==> src/rtl/contiguous_page_size_finder_defines.svh <==
// Assertion macros shared by the page size finder RTL.
`ifndef CONTIGUOUS_PAGE_SIZE_FINDER_DEFINES_SVH
`define CONTIGUOUS_PAGE_SIZE_FINDER_DEFINES_SVH

// Same-cycle implication, checked on every rising clock edge outside reset.
`define CPSF_ASSERT_IMP(lbl, clk, rst, ante, cons, msg) \
   lbl: assert property (@(posedge clk) disable iff (rst) (ante) |-> (cons)) \
      else $error(msg);

// Next-cycle implication, checked on every rising clock edge outside reset.
`define CPSF_ASSERT_NXT(lbl, clk, rst, ante, cons, msg) \
   lbl: assert property (@(posedge clk) disable iff (rst) (ante) |=> (cons)) \
      else $error(msg);

`endif

==> src/rtl/cpsf_pkg.sv <==
// Shared types, constants and helper functions of the page size finder.
`default_nettype none

package cpsf_pkg;

   // Field widths fixed by the interface
   localparam int ADDR_W      = 64;
   localparam int SEG_LEN_W   = 32;
   localparam int CSR_W       = 6;
   localparam int TOTAL_W     = 32;
   localparam int OUT_SHIFT_W = 6;
   localparam int RUN_PAGES_W = 33;
   localparam int EXP_W       = 7;

   // Lowest-set-bit index of an all-zero word
   localparam logic [EXP_W-1:0] LOW_BIT_NONE = 7'd64;

   // Segment markers carried from the front end to the back end
   typedef struct packed {
      logic first;
      logic last;
   } cpsf_flags_type;

   // One result beat
   typedef struct packed {
      logic [TOTAL_W-1:0]     total_pages;
      logic [OUT_SHIFT_W-1:0] block_shift;
      logic [TOTAL_W-1:0]     block_count;
      logic [OUT_SHIFT_W-1:0] block_order;
   } cpsf_rsp_type;

   // Index of the lowest set bit; 64 for zero
   function automatic logic [EXP_W-1:0] low_bit(input logic [ADDR_W-1:0] v);
      logic [EXP_W-1:0] n;
      n = LOW_BIT_NONE;
      for (int i = ADDR_W - 1; i >= 0; i--) begin
         if (v[i]) begin
            n = EXP_W'(i);
         end
      end
      return n;
   endfunction

   // ceil(log2(v)); zero for v of zero or one
   function automatic logic [OUT_SHIFT_W-1:0] ceil_log2(input logic [TOTAL_W-1:0] v);
      logic [TOTAL_W-1:0]     dec;
      logic [OUT_SHIFT_W-1:0] n;
      dec = v - TOTAL_W'(1);
      n   = '0;
      for (int i = 0; i < TOTAL_W; i++) begin
         if (dec[i]) begin
            n = OUT_SHIFT_W'(i + 1);
         end
      end
      if (v == '0) begin
         n = '0;
      end
      return n;
   endfunction

endpackage

`default_nettype wire

==> src/rtl/contiguous_page_size_finder.sv <==
// Top level of the contiguous page size finder.
// Usage:
//   The req_ channel is a queue input: a segment beat (first, virt_addr, seg_addr,
//   seg_len, last) is taken at a rising edge with req_push high and req_full low.
//   The rsp_ channel is a queue output: the oldest result sits on the rsp_ ports
//   while rsp_empty is low and leaves at an edge with rsp_pop high.
//   The csr_ channel writes the page shift cap (zero means no cap); csr_ready is
//   always high. Write it only while no region is in flight.
//   One result appears per segment marked last; other segments give none.
//   Throughput: one segment per cycle unless a last segment waits for the result
//   slot, set by the run tracking loop in the back end (compare against run end,
//   low-bit encode, add). A last segment goes through the command queue, the run
//   update, the result slot and the output queue before rsp_empty drops.
//   When the receiver stalls, results collect in the output queue, then in the
//   result slot; a last segment then waits at the head of the command queue and
//   holds back the segments behind it, and req_full rises once that queue fills.
//   Reset (synchronous, active high) empties both queues, clears the run state
//   and sets the shift cap to zero (no cap).
`default_nettype none

module contiguous_page_size_finder
   import cpsf_pkg::*;
#(
   parameter int BASE_PAGE_SHIFT = 12,
   parameter int CMD_DEPTH       = 4,
   parameter int RSP_DEPTH       = 4
) (
   input  wire logic                   clock,
   input  wire logic                   reset,
   // configuration
   input  wire logic                   csr_valid,
   output logic                        csr_ready,
   input  wire logic [CSR_W-1:0]       csr_shift_cap,
   // segment input
   input  wire logic                   req_push,
   output logic                        req_full,
   input  wire logic                   req_first,
   input  wire logic [ADDR_W-1:0]      req_virt_addr,
   input  wire logic [ADDR_W-1:0]      req_seg_addr,
   input  wire logic [SEG_LEN_W-1:0]   req_seg_len,
   input  wire logic                   req_last,
   // result output
   output logic                        rsp_empty,
   input  wire logic                   rsp_pop,
   output logic [TOTAL_W-1:0]          rsp_total_pages,
   output logic [OUT_SHIFT_W-1:0]      rsp_block_shift,
   output logic [TOTAL_W-1:0]          rsp_block_count,
   output logic [OUT_SHIFT_W-1:0]      rsp_block_order
);

   localparam int PFN_W = ADDR_W - BASE_PAGE_SHIFT;
   localparam int LEN_W = SEG_LEN_W - BASE_PAGE_SHIFT;
   localparam int CMD_W = $bits(cpsf_flags_type) + EXP_W + PFN_W + LEN_W;
   localparam int RSP_W = $bits(cpsf_rsp_type);

   // Front end to command queue
   logic             cmd_full;
   logic             cmd_push;
   cpsf_flags_type   wr_flags;
   logic [EXP_W-1:0] wr_exp;
   logic [PFN_W-1:0] wr_pfn;
   logic [LEN_W-1:0] wr_len;
   logic [CMD_W-1:0] cmd_wdata;

   // Command queue to back end
   logic             cmd_empty;
   logic             cmd_pop;
   logic [CMD_W-1:0] cmd_rdata;
   cpsf_flags_type   rd_flags;
   logic [EXP_W-1:0] rd_exp;
   logic [PFN_W-1:0] rd_pfn;
   logic [LEN_W-1:0] rd_len;

   // Back end to output queue
   logic             rsp_full;
   logic             rsp_push;
   cpsf_rsp_type     rsp_wdata;
   cpsf_rsp_type     rsp_rdata;

   cpsf_front #(
      .BASE_PAGE_SHIFT (BASE_PAGE_SHIFT)
   ) u_front (
      .clock              (clock),
      .reset              (reset),
      .csr_valid          (csr_valid),
      .csr_ready          (csr_ready),
      .csr_shift_cap      (csr_shift_cap),
      .req_push           (req_push),
      .req_full           (req_full),
      .req_first          (req_first),
      .req_virt_addr      (req_virt_addr),
      .req_seg_addr       (req_seg_addr),
      .req_seg_len        (req_seg_len),
      .req_last           (req_last),
      .cmd_full           (cmd_full),
      .cmd_push           (cmd_push),
      .cmd_flags          (wr_flags),
      .cmd_exp            (wr_exp),
      .cmd_pfn            (wr_pfn),
      .cmd_len            (wr_len)
   );

   assign cmd_wdata = {wr_flags, wr_exp, wr_pfn, wr_len};

   cpsf_fifo #(
      .WIDTH (CMD_W),
      .DEPTH (CMD_DEPTH)
   ) u_cmd_fifo (
      .clock   (clock),
      .reset   (reset),
      .push    (cmd_push),
      .wr_data (cmd_wdata),
      .full    (cmd_full),
      .pop     (cmd_pop),
      .rd_data (cmd_rdata),
      .empty   (cmd_empty)
   );

   assign {rd_flags, rd_exp, rd_pfn, rd_len} = cmd_rdata;

   cpsf_back #(
      .BASE_PAGE_SHIFT (BASE_PAGE_SHIFT)
   ) u_back (
      .clock     (clock),
      .reset     (reset),
      .cmd_empty (cmd_empty),
      .cmd_pop   (cmd_pop),
      .cmd_flags (rd_flags),
      .cmd_exp   (rd_exp),
      .cmd_pfn   (rd_pfn),
      .cmd_len   (rd_len),
      .rsp_full  (rsp_full),
      .rsp_push  (rsp_push),
      .rsp_data  (rsp_wdata)
   );

   cpsf_fifo #(
      .WIDTH (RSP_W),
      .DEPTH (RSP_DEPTH)
   ) u_rsp_fifo (
      .clock   (clock),
      .reset   (reset),
      .push    (rsp_push),
      .wr_data (rsp_wdata),
      .full    (rsp_full),
      .pop     (rsp_pop),
      .rd_data (rsp_rdata),
      .empty   (rsp_empty)
   );

   // Result fields
   assign rsp_total_pages = rsp_rdata.total_pages;
   assign rsp_block_shift = rsp_rdata.block_shift;
   assign rsp_block_count = rsp_rdata.block_count;
   assign rsp_block_order = rsp_rdata.block_order;

endmodule

`default_nettype wire

==> src/rtl/cpsf_fifo.sv <==
// Small register-based queue with first-word fall-through read.
`default_nettype none

module cpsf_fifo #(
   parameter int WIDTH = 8,
   parameter int DEPTH = 4
) (
   input  wire logic             clock,
   input  wire logic             reset,
   input  wire logic             push,
   input  wire logic [WIDTH-1:0] wr_data,
   output logic                  full,
   input  wire logic             pop,
   output logic [WIDTH-1:0]      rd_data,
   output logic                  empty
);

   localparam int PTR_W = (DEPTH > 1) ? $clog2(DEPTH) : 1;
   localparam int CNT_W = $clog2(DEPTH + 1);

   logic [WIDTH-1:0] mem_ff [DEPTH];
   logic [PTR_W-1:0] wr_ptr_ff, wr_ptr_in;
   logic [PTR_W-1:0] rd_ptr_ff, rd_ptr_in;
   logic [CNT_W-1:0] count_ff, count_in;
   logic             wr_en;
   logic             rd_en;

   assign full    = (count_ff == CNT_W'(DEPTH));
   assign empty   = (count_ff == '0);
   assign wr_en   = push && !full;
   assign rd_en   = pop && !empty;
   assign rd_data = mem_ff[rd_ptr_ff];

   // Pointer and occupancy update
   always_comb begin
      wr_ptr_in = wr_ptr_ff;
      rd_ptr_in = rd_ptr_ff;
      count_in  = count_ff;
      if (wr_en) begin
         wr_ptr_in = (wr_ptr_ff == PTR_W'(DEPTH - 1)) ? '0 : wr_ptr_ff + PTR_W'(1);
      end
      if (rd_en) begin
         rd_ptr_in = (rd_ptr_ff == PTR_W'(DEPTH - 1)) ? '0 : rd_ptr_ff + PTR_W'(1);
      end
      if (wr_en && !rd_en) begin
         count_in = count_ff + CNT_W'(1);
      end else if (rd_en && !wr_en) begin
         count_in = count_ff - CNT_W'(1);
      end
   end

   always_ff @(posedge clock) begin
      if (reset) begin
         wr_ptr_ff <= '0;
         rd_ptr_ff <= '0;
         count_ff  <= '0;
      end else begin
         wr_ptr_ff <= wr_ptr_in;
         rd_ptr_ff <= rd_ptr_in;
         count_ff  <= count_in;
      end
   end

   // Entry storage
   always_ff @(posedge clock) begin
      if (wr_en) begin
         mem_ff[wr_ptr_ff] <= wr_data;
      end
   end

endmodule

`default_nettype wire

==> src/rtl/cpsf_front.sv <==
// Front end: takes segment beats, holds the page shift cap, decodes each segment.
`default_nettype none

module cpsf_front
   import cpsf_pkg::*;
#(
   parameter int BASE_PAGE_SHIFT = 12
) (
   input  wire logic                              clock,
   input  wire logic                              reset,
   // configuration write
   input  wire logic                              csr_valid,
   output logic                                   csr_ready,
   input  wire logic [CSR_W-1:0]                  csr_shift_cap,
   // segment input
   input  wire logic                              req_push,
   output logic                                   req_full,
   input  wire logic                              req_first,
   input  wire logic [ADDR_W-1:0]                 req_virt_addr,
   input  wire logic [ADDR_W-1:0]                 req_seg_addr,
   input  wire logic [SEG_LEN_W-1:0]              req_seg_len,
   input  wire logic                              req_last,
   // decoded command toward the queue
   input  wire logic                              cmd_full,
   output logic                                   cmd_push,
   output cpsf_flags_type                         cmd_flags,
   output logic [EXP_W-1:0]                       cmd_exp,
   output logic [ADDR_W-BASE_PAGE_SHIFT-1:0]      cmd_pfn,
   output logic [SEG_LEN_W-BASE_PAGE_SHIFT-1:0]   cmd_len
);

   localparam int PFN_W = ADDR_W - BASE_PAGE_SHIFT;

   logic [CSR_W-1:0] max_shift_ff;
   logic [EXP_W-1:0] vpn_low;
   logic [CSR_W-1:0] cap;
   logic             cap_on;

   // Page shift cap register
   assign csr_ready = 1'b1;

   always_ff @(posedge clock) begin
      if (reset) begin
         max_shift_ff <= '0;
      end else if (csr_valid && csr_ready) begin
         max_shift_ff <= csr_shift_cap;
      end
   end

   // Accept a beat whenever the command queue has room
   assign req_full = cmd_full;
   assign cmd_push = req_push && !cmd_full;

   // Starting exponent: lowest set bit of the virtual page number, capped
   assign vpn_low = low_bit(ADDR_W'(req_virt_addr[ADDR_W-1:BASE_PAGE_SHIFT]));
   assign cap     = (max_shift_ff > CSR_W'(BASE_PAGE_SHIFT)) ?
                    max_shift_ff - CSR_W'(BASE_PAGE_SHIFT) : '0;
   assign cap_on  = (max_shift_ff != '0) && (EXP_W'(cap) < vpn_low);
   assign cmd_exp = cap_on ? EXP_W'(cap) : vpn_low;

   // Page-granular fields of the segment
   assign cmd_flags.first = req_first;
   assign cmd_flags.last  = req_last;
   assign cmd_pfn         = PFN_W'(req_seg_addr[ADDR_W-1:BASE_PAGE_SHIFT]);
   assign cmd_len         = req_seg_len[SEG_LEN_W-1:BASE_PAGE_SHIFT];

endmodule

`default_nettype wire

==> src/rtl/cpsf_back.sv <==
// Back end: tracks contiguous runs and the alignment exponent, formats results.
`default_nettype none
`include "contiguous_page_size_finder_defines.svh"

module cpsf_back
   import cpsf_pkg::*;
#(
   parameter int BASE_PAGE_SHIFT = 12
) (
   input  wire logic                              clock,
   input  wire logic                              reset,
   // decoded command from the queue
   input  wire logic                              cmd_empty,
   output logic                                   cmd_pop,
   input  wire cpsf_flags_type                    cmd_flags,
   input  wire logic [EXP_W-1:0]                  cmd_exp,
   input  wire logic [ADDR_W-BASE_PAGE_SHIFT-1:0] cmd_pfn,
   input  wire logic [SEG_LEN_W-BASE_PAGE_SHIFT-1:0] cmd_len,
   // result toward the output queue
   input  wire logic                              rsp_full,
   output logic                                   rsp_push,
   output cpsf_rsp_type                           rsp_data
);

   localparam int PFN_W = ADDR_W - BASE_PAGE_SHIFT;
   localparam int END_W = PFN_W + 1;

   // Run state
   logic                   run_none_ff, run_none_in;
   logic [PFN_W-1:0]       run_base_ff, run_base_in;
   logic [END_W-1:0]       run_end_ff, run_end_in;
   logic [RUN_PAGES_W-1:0] run_pages_ff, run_pages_in;
   logic [EXP_W-1:0]       align_exp_ff, align_exp_in;
   logic [TOTAL_W-1:0]     page_total_ff, page_total_in;

   // Finished region waiting for formatting
   logic                   fin_valid_ff, fin_valid_in;
   logic [TOTAL_W-1:0]     fin_total_ff;
   logic [EXP_W-1:0]       fin_exp_ff;

   logic                   fin_free;
   logic                   none0;
   logic [RUN_PAGES_W-1:0] pages0;
   logic [TOTAL_W-1:0]     total0;
   logic [EXP_W-1:0]       exp0;
   logic                   new_run;
   logic [EXP_W-1:0]       gap_low;
   logic [RUN_PAGES_W-1:0] pages_start;
   logic [RUN_PAGES_W:0]   pages_sum;
   logic [TOTAL_W:0]       total_sum;

   logic [OUT_SHIFT_W-1:0] ord_bits;
   logic [OUT_SHIFT_W-1:0] blk_exp;
   logic [TOTAL_W:0]       round_mask;
   logic [TOTAL_W:0]       round_sum;

   // Take a command unless it closes a region and the result slot is busy
   assign fin_free = !fin_valid_ff || !rsp_full;
   assign cmd_pop  = !cmd_empty && (!cmd_flags.last || fin_free);
   assign rsp_push = fin_valid_ff && !rsp_full;

   // State as seen by this segment: a first segment starts from a clean region
   assign none0  = cmd_flags.first ? 1'b1 : run_none_ff;
   assign pages0 = cmd_flags.first ? '0 : run_pages_ff;
   assign total0 = cmd_flags.first ? '0 : page_total_ff;
   assign exp0   = cmd_flags.first ? cmd_exp : align_exp_ff;

   // Discontinuity: the segment does not start where the current run ends
   assign new_run = none0 || (END_W'(cmd_pfn) != run_end_ff);
   assign gap_low = low_bit(ADDR_W'(cmd_pfn) | ADDR_W'(pages0));

   // Saturating page counts
   assign pages_start = new_run ? '0 : pages0;
   assign pages_sum   = {1'b0, pages_start} + (RUN_PAGES_W + 1)'(cmd_len);
   assign total_sum   = {1'b0, total0} + (TOTAL_W + 1)'(cmd_len);

   always_comb begin
      run_none_in   = run_none_ff;
      run_base_in   = run_base_ff;
      run_end_in    = run_end_ff;
      run_pages_in  = run_pages_ff;
      align_exp_in  = align_exp_ff;
      page_total_in = page_total_ff;
      if (cmd_pop) begin
         run_none_in   = 1'b0;
         run_base_in   = new_run ? cmd_pfn : run_base_ff;
         run_pages_in  = pages_sum[RUN_PAGES_W] ? '1 : pages_sum[RUN_PAGES_W-1:0];
         run_end_in    = END_W'(run_base_in) + END_W'(run_pages_in);
         align_exp_in  = (new_run && (gap_low < exp0)) ? gap_low : exp0;
         page_total_in = total_sum[TOTAL_W] ? '1 : total_sum[TOTAL_W-1:0];
      end
   end

   always_ff @(posedge clock) begin
      if (reset) begin
         run_none_ff   <= 1'b1;
         run_pages_ff  <= '0;
         align_exp_ff  <= '0;
         page_total_ff <= '0;
      end else begin
         run_none_ff   <= run_none_in;
         run_pages_ff  <= run_pages_in;
         align_exp_ff  <= align_exp_in;
         page_total_ff <= page_total_in;
      end
   end

   always_ff @(posedge clock) begin
      run_base_ff <= run_base_in;
      run_end_ff  <= run_end_in;
   end

   // Result slot: loaded by a last segment, drained into the output queue
   always_comb begin
      fin_valid_in = fin_valid_ff;
      if (cmd_pop && cmd_flags.last) begin
         fin_valid_in = 1'b1;
      end else if (rsp_push) begin
         fin_valid_in = 1'b0;
      end
   end

   always_ff @(posedge clock) begin
      if (reset) begin
         fin_valid_ff <= 1'b0;
      end else begin
         fin_valid_ff <= fin_valid_in;
      end
   end

   always_ff @(posedge clock) begin
      if (cmd_pop && cmd_flags.last) begin
         fin_total_ff <= page_total_in;
         fin_exp_ff   <= align_exp_in;
      end
   end

   // Formatting: exponent limited to the size order, block count rounded up
   assign ord_bits   = ceil_log2(fin_total_ff);
   assign blk_exp    = (fin_exp_ff < EXP_W'(ord_bits)) ? OUT_SHIFT_W'(fin_exp_ff) : ord_bits;
   assign round_mask = ((TOTAL_W + 1)'(1) << blk_exp) - (TOTAL_W + 1)'(1);
   assign round_sum  = {1'b0, fin_total_ff} + round_mask;

   assign rsp_data.total_pages = fin_total_ff;
   assign rsp_data.block_shift = OUT_SHIFT_W'(BASE_PAGE_SHIFT) + blk_exp;
   assign rsp_data.block_count = TOTAL_W'(round_sum >> blk_exp);
   assign rsp_data.block_order = ord_bits - blk_exp;

   // Checks
   `CPSF_ASSERT_NXT(a_fin_hold, clock, reset, fin_valid_ff && rsp_full, fin_valid_ff && $stable(fin_total_ff) && $stable(fin_exp_ff), "pending result changed while output queue was full")
   `CPSF_ASSERT_IMP(a_fin_no_overrun, clock, reset, fin_valid_ff && rsp_full, !(cmd_pop && cmd_flags.last), "last segment taken while result slot was blocked")
   `CPSF_ASSERT_NXT(a_fin_load, clock, reset, cmd_pop && cmd_flags.last, fin_valid_ff, "last segment did not load the result slot")
   `CPSF_ASSERT_IMP(a_run_clean, clock, reset, run_none_ff, run_pages_ff == '0, "page count held without an open run")
   `CPSF_ASSERT_IMP(a_exp_range, clock, reset, 1'b1, align_exp_ff <= LOW_BIT_NONE, "alignment exponent out of range")

endmodule

`default_nettype wire
==> config.mk <==
export PLATFORM = sky130hd
export DESIGN_NAME = contiguous_page_size_finder
export DESIGN_NICKNAME = d
export VERILOG_FILES = /design/src/rtl/cpsf_pkg.sv /design/src/rtl/contiguous_page_size_finder.sv /design/src/rtl/cpsf_fifo.sv /design/src/rtl/cpsf_front.sv /design/src/rtl/cpsf_back.sv
export VERILOG_INCLUDE_DIRS = /design/src /design/src/rtl
export SDC_FILE = /design/constraint.sdc
export NUM_CORES = 2
export LEC_CHECK = 0
export BUFFER_PORTS_ARGS = -buffer_cell sky130_fd_sc_hd__buf_2
export CAP_MARGIN = 20
export CORE_AREA = 2 2 340 342
export CTS_CLUSTER_DIAMETER = 60
export CTS_CLUSTER_SIZE = 10
export DETAILED_ROUTE_END_ITERATION = 8
export DIE_AREA = 0 0 342 344
export GPL_TIMING_DRIVEN = 0
export PLACE_DENSITY_LB_ADDON = 0.25
export SLEW_MARGIN = 10
export SYNTH_ARGS = -nofsm -noshare
export SYNTH_HDL_FRONTEND = slang
export SYNTH_SLANG_ARGS = --single-unit
==> constraint.sdc <==
create_clock -name clock -period 8.6 [get_ports clock]
set_input_delay 0 -clock clock [delete_from_list [all_inputs] [get_ports clock]]
set_output_delay 0 -clock clock [all_outputs]
set_load 0.1 [all_outputs]
==> results.sh <==
export IMPL_synth_area_mux_share_pct=11.2
export IMPL_violations="setup timing"
export IMPL_r2r_start="u_back.fin_total_ff[1]$_DFFE_PP_"
export IMPL_path_clk_slew_ns=0.06
export IMPL_worstPathMaxFanout=10
export IMPL_firstDrtPassIters=6
export IMPL_crit_type="register to register"
export IMPL_nets=4616
export IMPL_cts_root_buf="clkbuf_16"
export IMPL_syn_num_nets=3965
export IMPL_start_kind="register"
export IMPL_drt_iter0_markers=2611
export IMPL_slew_viol_final=0
export IMPL_fin_skew_ns=0.0312
export IMPL_dpl_cell_count=5347
export IMPL_routedWlPerCell_um=22.1
export IMPL_yosys_register_bits=870
export IMPL_synth_seq_area_share_pct=55.5
export IMPL_grt_util_all_layers_pct=21.3
export IMPL_crit_top_cell="buf_4"
export IMPL_final_cell_mix="edfxtp_1 (772), nor2_1 (277), buf_4 (216)"
export IMPL_synthesis_instances=3610
export IMPL_place_ws_ns=-3.49
export IMPL_synth_top_family_by_area="multiplexers"
export IMPL_maxCapViolCount=0
export IMPL_clk_latency_ns=0.70
export IMPL_placed_area_um2=48700
export IMPL_worst_slew_pin_slew_ns=1.01
export IMPL_core_area_um2=114000
export IMPL_required_ns=9.09
export IMPL_num_vias=32514
export IMPL_ys_types=95
export IMPL_period_minus_slack_ns=8.70
export IMPL_final_common_cell="edfxtp_1"
export IMPL_die_w_um=342
export IMPL_rrSetupSlack_ns=-0.10
export IMPL_fp_dieArea_um2=118000
export IMPL_setup_violations=31
export IMPL_worst_slew_margin_rel_pct=32.5
export IMPL_wirelength_mm=129
export IMPL_period_share_pct=101
export IMPL_hold_path_end="u_cmd_fifo.mem_ff[1][12]$_DFFE_PP_"
export IMPL_worst_slack_ns=-0.103
export IMPL_numCtsBuffers=105
export IMPL_whs_path_depth=2
export IMPL_drt_antenna_violating_nets=0
export IMPL_holdCritStartpoint="req_seg_len[24]"
export IMPL_numClockSinks=870
export IMPL_rsz0062_at_grt="yes"
export IMPL_r2r_end="u_rsp_fifo.mem_ff[2][15]$_DFFE_PP_"
export IMPL_diodes=0
export IMPL_io_pins=252
export IMPL_critPathMaxStageDelay_ns=0.54
export IMPL_avgViaCountPerCell=5.58
export IMPL_grt_max_degree=55
export IMPL_synth_warnings=0
export IMPL_initial_core_util_pct=39.8
export IMPL_cts_path_max_buffers=3
export IMPL_instances_no_fill=5824
export IMPL_synth_xor_area_share_pct=3.42
export IMPL_grt_pass1_vias=31714
export IMPL_portBuffers=213
export IMPL_synth_edf_count=772
export IMPL_grt_pass1_wl_mm=192
export IMPL_synthAdderAreaFrac_pct=5.14
export IMPL_grt_ovfl_total=0
export IMPL_cts_tree="built"
export IMPL_synth_compound_area_share_pct=10.9
export IMPL_synth_ff_type="edfxtp_1"
export IMPL_synth_area_um2=45300
export IMPL_critPathCaptureType="register"
export IMPL_hp_class="input pin to register"
export IMPL_area_delta_synth_final_pct=26.0
export IMPL_layout_drive_gt1_share_pct=27.7
export IMPL_die_y_um=344
export IMPL_syn_area_per_cell_um2=12.5
export IMPL_fmax_ghz=0.115
export IMPL_arrival_ns=9.20
export IMPL_drc=0
export IMPL_placementRows=124
export IMPL_dp_hpwl_mm=89.6
export IMPL_synthArstFlopShare_pct=0
export IMPL_crit_slowest_cell="mux4_2"
export IMPL_hold_violations=0
export IMPL_outcome="complete, but fails checks"
export IMPL_gp_congestion=0.934
export IMPL_fin_area_um2=57100
export IMPL_post_route_util_pct=50.1
export IMPL_htreeDepth=3
export IMPL_r2r_cells=38
export IMPL_antenna_found_initial=1
export IMPL_synth_simple_area_share_pct=10.7
-- worst max path at each step --
stage / start / endpoint / cells after the start
2_1_floorplan: u_back.fin_total_ff[0]$_DFFE_PP_ / u_rsp_fifo.mem_ff[0][8]$_DFFE_PP_ / 40
6_report: u_back.fin_total_ff[1]$_DFFE_PP_ / u_rsp_fifo.mem_ff[2][15]$_DFFE_PP_ / 38
3_5_place_dp: u_back.fin_total_ff[0]$_DFFE_PP_ / u_rsp_fifo.mem_ff[0][15]$_DFFE_PP_ / 41
3_3_place_gp: u_back.fin_total_ff[0]$_DFFE_PP_ / u_rsp_fifo.mem_ff[0][15]$_DFFE_PP_ / 41
5_1_grt: register / u_back.run_end_ff[46]$_DFFE_PP_ / 41
4_1_cts: u_back.fin_total_ff[5]$_DFFE_PP_ / u_rsp_fifo.mem_ff[1][24]$_DFFE_PP_ / 40
-- cells in the mapped netlist, drive strengths merged (39+ instances only) --
cell type | instances | share of area [%]
and2 | 97 | 1.3
mux2 | 57 | 1.4
nand3 | 67 | 0.74
clkbuf | 86 | 0.71
buf | 55 | 0.57
nor3 | 83 | 0.95
edfxtp | 772 | 51
nor4 | 39 | 0.63
a21o | 66 | 1.1
ha | 175 | 4.8
a211oi | 47 | 0.80
inv | 223 | 1.8
a21oi | 192 | 2.1
dfxtp | 98 | 4.3
mux4 | 162 | 8.1
nand2 | 193 | 1.6
xor2 | 69 | 1.3
o21ai | 121 | 1.3
xnor2 | 108 | 2.1
nor2 | 310 | 2.6
mux2i | 77 | 1.7
-- state kept, by name, summed over array words and instances (netlist names), named ones only --
| name | cells |
|---|---|
| u_front.max_shift_ff | 6 |
| u_back.run_end_ff | 53 |
| u_back.fin_valid_ff | 1 |
| u_back.fin_total_ff | 32 |
| u_rsp_fifo.rd_ptr_ff | 2 |
| u_back.align_exp_ff | 7 |
| u_rsp_fifo.count_ff | 3 |
| u_back.run_pages_ff | 33 |
| u_cmd_fifo.mem_ff | 324 |
| u_cmd_fifo.count_ff | 3 |
| u_rsp_fifo.wr_ptr_ff | 2 |
| u_back.run_base_ff | 52 |
| u_back.fin_exp_ff | 7 |
| u_cmd_fifo.rd_ptr_ff | 2 |
| u_cmd_fifo.wr_ptr_ff | 2 |
| u_rsp_fifo.mem_ff | 304 |
| u_back.run_none_ff | 1 |
| u_back.page_total_ff | 32 |
-- worst max-delay path: cells and delay by family, from the launching register on --
kind,cells,cell delay [ns]
multiplexers,2,0.80
buffers and inverters,8,1.04
AO/OA/AOI/OAI,15,2.89
adder cells (fa/ha/maj),3,0.72
flip-flops,1,0.50
XOR/XNOR,2,0.44
AND/OR/NAND/NOR,8,2.10
-- timing repair --
item / CTS / global route
setup endpoints to repair: 259 / 218
endpoints found under the hold margin: 329 / 0
pin swaps: 83 / 131
setup buffers: 165 / 70
resized for setup: 334 / 218
hold buffers: 91 / 0
cloned: 3 / 3
-- area by class of cell --
class                      instances  area, um^2
clock buffer                     136        2790
clock inverter                    22         269
tap                             1512        1890
inverter                         224         863
fill                            9914       56800
timing repair buffer             554        4300
buffer                           131         988
multi-input combinational       2375       20900
sequential                       870       25100
-- per-stage QoR --
| stage | TNS [ns] | hold WS, ns |
|---|---|---|
| final | -0.972 | 0.0661 |
| after global placement | -675.25 | 0.214 |
| after CTS | -0.595 | 0.0315 |
| after detailed placement | -545.96 | 0.218 |
| after floorplan | 0 | 0.0989 |
| after global routing | -24.50 | 0.0624 |
-- layer usage --
metal | routed length (um) | share of wire [%] | global-route usage, % | vias up
li1 | - | - | - | 15082
met1 | 55600 | 43 | 28.9 | 16134
met3 | 7140 | 5.5 | 2.89 | 221
met4 | 4370 | 3.4 | 7.25 | 2
met2 | 61900 | 48 | 35.2 | 1075
met5 | 12 | 0.0093 | 0 | -
-- cells by family (layout without fill, tap and decap cells) --
kind of cell	count (synthesis)	count (layout)
multiplexers	296	296
adder cells (fa/ha/maj)	182	182
AND/OR/NAND/NOR	985	985
flip-flops	870	870
other	1	1
AO/OA/AOI/OAI	734	734
XOR/XNOR	177	177
buffers and inverters	365	1067
Power is left out: the tool's default activity adds up to more than one toggle a clock period on the data nets, which glitch-free logic cannot reach.
